===== src/hdl/cfxa_pkg.sv =====
// Package: widths, codes and latency figures for the complex fixed-point ALU.
package cfxa_pkg;

  localparam int DATA_WIDTH = 16;
  localparam int FRAC_BITS  = 8;

  localparam int PW = 2 * DATA_WIDTH;          // exact product
  localparam int SW = PW + 2;                  // signed sums and wide results
  localparam int DW = PW + 1;                  // divisor c^2 + d^2
  localparam int MW = PW + 1;                  // magnitude of a sum
  localparam int QB = DATA_WIDTH + 1;          // quotient bits kept
  localparam int NW = MW + FRAC_BITS;          // scaled dividend
  localparam int RW = (NW > DW + QB) ? NW : DW + QB;  // partial remainder

  localparam int DIV_LAT = QB + 1;             // divider latency
  localparam int LAT     = DIV_LAT + 4;        // start to strobe

  typedef enum logic [1:0] {
    MODE_ADD = 2'd0,
    MODE_SUB = 2'd1,
    MODE_MUL = 2'd2,
    MODE_DIV = 2'd3
  } mode_e;

  typedef enum logic [1:0] {
    ST_OK   = 2'd0,
    ST_DIV0 = 2'd1,
    ST_SAT  = 2'd2
  } status_e;

  typedef struct packed {
    mode_e                 mode;
    logic                  zero;
    logic                  neg_re;
    logic                  neg_im;
    logic signed [SW-1:0]  xre;
    logic signed [SW-1:0]  xim;
  } side_t;

endpackage


===== src/hdl/cfxa_div.sv =====
// Pipelined restoring divider, one quotient bit per stage, with overflow flag.
module cfxa_div import cfxa_pkg::*; (
  input  logic          clk_i,
  input  logic [RW-1:0] num_i,
  input  logic [DW-1:0] den_i,
  output logic [QB-1:0] quo_o,
  output logic          ovf_o
);

  logic [RW-1:0] rem_q [QB+1];
  logic [RW-1:0] rem_d [QB+1];
  logic [DW-1:0] den_q [QB+1];
  logic [QB-1:0] quo_q [QB+1];
  logic [QB-1:0] quo_d [QB+1];
  logic          ovf_q [QB+1];

  always_comb begin
    logic [RW-1:0] trial;
    logic          ge;
    rem_d[0] = num_i;
    quo_d[0] = '0;
    for (int i = 0; i < QB; i++) begin
      trial        = RW'(den_q[i]) << (QB - 1 - i);
      ge           = (rem_q[i] >= trial);
      rem_d[i+1]   = ge ? rem_q[i] - trial : rem_q[i];
      quo_d[i+1]   = quo_q[i] | (QB'(ge) << (QB - 1 - i));
    end
  end

  always_ff @(posedge clk_i) begin
    rem_q[0] <= rem_d[0];
    quo_q[0] <= quo_d[0];
    den_q[0] <= den_i;
    ovf_q[0] <= (num_i >= (RW'(den_i) << QB));
    for (int i = 1; i <= QB; i++) begin
      rem_q[i] <= rem_d[i];
      quo_q[i] <= quo_d[i];
      den_q[i] <= den_q[i-1];
      ovf_q[i] <= ovf_q[i-1];
    end
  end

  assign quo_o = quo_q[QB];
  assign ovf_o = ovf_q[QB];

endmodule


===== config.mk =====
export PLATFORM = sky130hd
export DESIGN_NAME = cfxa_div
export DESIGN_NICKNAME = d
export VERILOG_FILES = /design/src/hdl/cfxa_pkg.sv /design/src/hdl/cfxa_div.sv
export SDC_FILE = /design/constraint.sdc
export NUM_CORES = 2
export LEC_CHECK = 0
export BUFFER_PORTS_ARGS = -buffer_cell sky130_fd_sc_hd__buf_2
export CAP_MARGIN = 15
export CORE_MARGIN = 1
export CORE_UTILIZATION = 65
export DETAILED_ROUTE_END_ITERATION = 8
export PLACE_DENSITY = 0.81
export SYNTH_ARGS = -nofsm -noshare
export SYNTH_HDL_FRONTEND = slang
export SYNTH_SLANG_ARGS = --single-unit
export TNS_END_PERCENT = 10

===== constraint.sdc =====
create_clock -name clk_i -period 5.6 [get_ports clk_i]
set_input_delay 0.56 -clock clk_i [delete_from_list [all_inputs] [get_ports clk_i]]
set_output_delay 0.56 -clock clk_i [all_outputs]
set_load 0.02 [all_outputs]

# Yosys cells after proc, flatten, opt, wreduce, memory -nomap -nowiden
# Memories as Yosys holds them, arrays and structs flattened.
# Index checks and enable logic that the tools add are counted.
# word_totals
reg_bits,0
ramBits,1818
inputBits,84
output_inout_bits,18
word_cells,73
mem_count,4
# mem_list
memory,depth,width,rd,rd_clocked_by_memory_dff,write_ports,line_no,rtl
rem_q,18,50,17,0,18,cfxa_div.sv:10,logic [RW-1:0] rem_q [QB+1];
den_q,18,33,17,0,18,cfxa_div.sv:12,logic [DW-1:0] den_q [QB+1];
quo_q,18,17,18,0,18,cfxa_div.sv:13,logic [QB-1:0] quo_q [QB+1];
ovf_q,18,1,18,0,18,cfxa_div.sv:15,logic ovf_q [QB+1];
# op_classes
addsub,17
order_cmp,18
mux,17
bitwise,17
# ops
op,n
$mux 50,17
$ge 50x33->1,1
$ge 50x34->1,1
$ge 50x35->1,1
$ge 50x36->1,1
$ge 50x37->1,1
$ge 50x38->1,1
$ge 50x39->1,1
$ge 50x40->1,1
$ge 50x41->1,1
$ge 50x42->1,1
$ge 50x43->1,1
$ge 50x44->1,1
$ge 50x45->1,1
$ge 50x46->1,1
$ge 50x47->1,1
$ge 50x48->1,1
$ge 50x49->1,1
$ge 50x50->1,1
$sub 50x33->50,1
$sub 50x34->50,1
$sub 50x35->50,1
$sub 50x36->50,1
$sub 50x37->50,1
29 further kinds,29

# Depth between registers and ports, before layout
# An unclocked memory read counts as a cell.
# depth
depth_word,3
depth_mapped,16
mapped_depth_nobuf,14

# Least setup slack after synthesis
# Ideal clock, no wire load.
# synth_path
path_kind,reg-to-reg
start,mem rem_q[12][4] (netlist name)
end,mem rem_q[13][17] (netlist name)
arrival_ps,3298
setup_slack_ps,2182
path_stages_with_launch,15
n_path_buf,1
synth_period_minus_slack_ps,3418
cell_sequence,dfxtp_1 > inv_1 > ha_1 > inv_1 > fa_1 > a21oi_1 > o211ai_1 > a2111oi_1 > nor3_2 > nor3_1 > o21ai_2 > a31o_4 > a31oi_4 > buf_2 > mux2_2
# synth_rtl
item,line_no
"start, declared",cfxa_div.sv:10

==> summary.txt <==
Routing
  – Vias post-DR: 56746
  – M1 WL: 62.9 mm
  – Met2 wire len: 101 mm
  – Vias/cell: 5.86
  – Max layer used: met4
  – DRC viols: 0
  – Initial DRC Count: 3456
  – Met3 wire len: 6.47 mm
  – DR WL/cell: 19.3 microns
  – Drt first pass iters: 8
  – Detail Route Antenna Nets: 0
  – Post-Route WL: 187 mm

Synth
  – Seq/Total Area, Yosys: 44.0%
  – Adder-Cell Fraction of Synth Area: 10.8%
  – Synth warn: 0
  – Leading area contributor after synthesis: dfxtp_1
  – Mux cell area share after synthesis: 1.38%
  – Post-Syn Nets: 8607
  – Simple-Gate Fraction of Synth Area: 13.4%
  – Cell variety after synth: 98
  – Post-Synth XOR/XNOR Area: 7.19%
  – Top cells by area, synth: dfxtp_1, ha_1, a21oi_1
  – Post-Syn Instances: 7913
  – Post-synth top area share: 44.0%
  – Flops & latches, synth: 1582
  – Netlist Area Pre-Place: 0.0719 sq mm
  – Post-synthesis compound-gate area fraction: 18.2%
  – Synth Flop Type: dfxtp_1
  – Post-synth ARST share: 0%
  – Mean post-synth cell area: 9.09 sq um
  – Largest family of logic cells by synthesized area: compound AO/OA/AOI/OAI gates
  – Number of synthesized flops with an enable pin: 0

GRT
  – GR Util All Layers: 32.8%
  – Vias in the first global route: 58241
  – Total grt overflow: 0
  – Largest net degree at the start of global routing: 78
  – Initial antenna violation count: 6
  – First-pass GRT wire length: 293 mm

Timing
  – Final critical-path required period: 4.43 ns
  – Hold slack: 0.322 ns
  – Worst Setup Slack, final: 1.17 ns
  – RSZ-0062 raised after global routing: false
  – Rel. slew slack: 16.4%
  – Fin. Hold Viols: 0
  – Period Utilization, post-route: 79.1%
  – Final Setup Violations: 0
  – Max Fclk: 0.226 GHz
  – Least-Margin Pin Slew: 1.24 ns
  – Slew Limit Fails: 0
  – Setup TNS: 0 ns
  – Final setup skew: 0.0460 ns

Clock network
  – Number of buffers created by CTS: 159
  – H-tree Lvls: 4
  – Clock Root Buffer: clkbuf_16
  – Clock Pin Slew Worst Setup and Hold Paths: 0.06 ns
  – CTS tree: yes
  – Worst-Skew Late Latency: 0.81 ns
  – Clock sink count: 1582
  – Setup bufs post-CTS: 0
  – Post-CTS sizing: 0
  – Longest Clk Path Bufs: 3

Hold path
  – Hold Crit Class: reg -> reg
  – Hold Path Depth: 0
  – Hold path startpoint: ovf_q[9]$_DFF_P_
  – Hold worst-path end: ovf_q[10]$_DFF_P_

Worst setup path
  – Crit path capture type: register
  – Slowest CP cell: a211oi_4
  – Reg-to-Reg Start: rem_q[0][16]$_DFF_P_
  – Startpoint types: register
  – Critical path class: reg -> reg
  – FF-to-FF path depth: 14
  – Max incr delay on CP: 0.69 ns
  – R2R Path End: rem_q[1][17]$_DFF_P_
  – Reg-to-reg slack, setup: 1.17 ns
  – WP data arrival: 5.12 ns
  – Worst path required time: 6.29 ns
  – Worst-path cell chain: inv_1, ha_1, inv_1, fa_1, a21oi_1, o21bai_1, o21bai_1, a31oi_1, nand3_1, a31oi_1, a31o_2, a211oi_4, buf_12, mux2_2
  – CP Max Fanout: 38

Die
  – Num ports: 102
  – Initial Utilization: 65.8%
  – Chip width: 335 microns
  – DIE AREA: 0.112 sq mm
  – Die H: 335 microns
  – Cell Rows: 121
  – Total core area: 0.109 sq mm

Placed design
  – Final GP Congestion: 1.04
  – Port bufs: 101
  – DP Wirelength: 139 mm
  – Place WS: 1.35 ns

Cells and area
  – Nets: 8765
  – Most frequent cells in the layout: dfxtp_1, inv_1, a21oi_1
  – Layout cell share with drive strength beyond 1: 7.02%
  – Area grow syn2layout: 11.7%
  – Commonest non-fill, non-tap cell in the layout: dfxtp_1

Pwr
  – Maximum VDD drop: 372 uV
  – Lkg Pwr: 0.0367 uW
  – Cell Pwr Density: 612 mW/mm^2

Outcome
  – Status: complete, no violations

Job
  – Number of max-cap violations: 0
critical path: cells and delay by family (launching register included):
kind,cells,cell delay [ns]
AOI/OAI and AO/OA,7,2.31
adders and majority gates,2,0.60
buffers and inverters,3,0.42
muxes,1,0.37
DFF,1,0.32
and+or+nand+nor,1,0.24
metrics by stage:
step / power [uW] / instances / utilization [%] / area [sq um]
CTS: 48900 / 9676 / 73.5 / 80300
floorplan: 32400 / 7913 / - / 71900
finish: 49200 / 9681 / 73.5 / 80400
global placement: 37100 / 9300 / 67.6 / 73900
detailed placement: 37600 / 9302 / 67.6 / 73900
global route: 52300 / 9680 / 73.5 / 80400
logic make-up (layout without fill, tap and decap cells):
| group | Yosys count | in the layout |
|---|---|---|
| other | 0 | 4 |
| AOI/OAI and AO/OA | 2103 | 2103 |
| DFF | 1582 | 1582 |
| muxes | 89 | 89 |
| buffers and inverters | 949 | 1237 |
| and+or+nand+nor | 1990 | 1990 |
| adders and majority gates | 610 | 610 |
| xor gates and xnor gates | 590 | 590 |
power by group:
part           switching (uW)  total, uW  internal, uW
sequential               1940      16400         14400
combinational           12500      21900          9320
clock                    4590      11000          6390
synthesized netlist by cell type (20+ instances only):
cell type,instances
or4_1,32
a211oi_1,52
and3_1,53
a21oi_1,644
o21bai_1,71
mux2_2,81
xor2_1,261
a21o_1,357
nor4_1,74
nand4_1,131
o31ai_1,46
and2_1,26
a31oi_1,66
nor2_1,491
or3_1,36
nor3_1,108
o211ai_1,36
or2_2,20
nor2b_1,75
inv_1,719
o21ai_0,548
ha_1,594
xnor2_1,329
nand2b_1,85
clkbuf_1,189
nand3_1,134
dfxtp_1,1582
o21a_1,78
nand2_1,629
state kept, by name (all words and copies together) (netlist names):
register	count
quo_q	153
rem_q	850
den_q	561
ovf_q	18
routing by layer:
layer,up-vias,global-route usage (%)
li1,27834,-
met4,0,27.9
met3,762,4.50
met5,-,0
met2,1802,65.1
met1,26348,28.6
cell type report:
type | count | area [sq um]
antenna | 4 | 10.0
clock buffer | 220 | 4600
clock inverter | 71 | 973
fill | 7813 | 29000
inverter | 723 | 2710
multi-input combinational | 5382 | 36800
sequential | 1582 | 31700
tap | 1476 | 1850
timing repair buffer | 223 | 1720
how the worst max path moves through the flow:
stage,end,cells after the start,start
after floorplan,rem_q[13][17]$_DFF_P_,14,rem_q[12][4]$_DFF_P_
after global placement,rem_q[8][44]$_DFF_P_,11,den_q[7][7]$_DFF_P_
after detailed placement,rem_q[1][17]$_DFF_P_,14,rem_q[0][16]$_DFF_P_
after CTS,rem_q[1][17]$_DFF_P_,14,rem_q[0][16]$_DFF_P_
after global routing,rem_q[1][17]$_DFF_P_,13,den_q[0][0]$_DFF_P_
final,rem_q[1][17]$_DFF_P_,14,rem_q[0][16]$_DFF_P_
what timing repair did:
item | in CTS | in global routing
setup endpoints to repair | 0 | 0
hold endpoints to repair | 83 | 0
hold buffers | 83 | 0
Note: power is estimated with default switching activity, not from simulation.
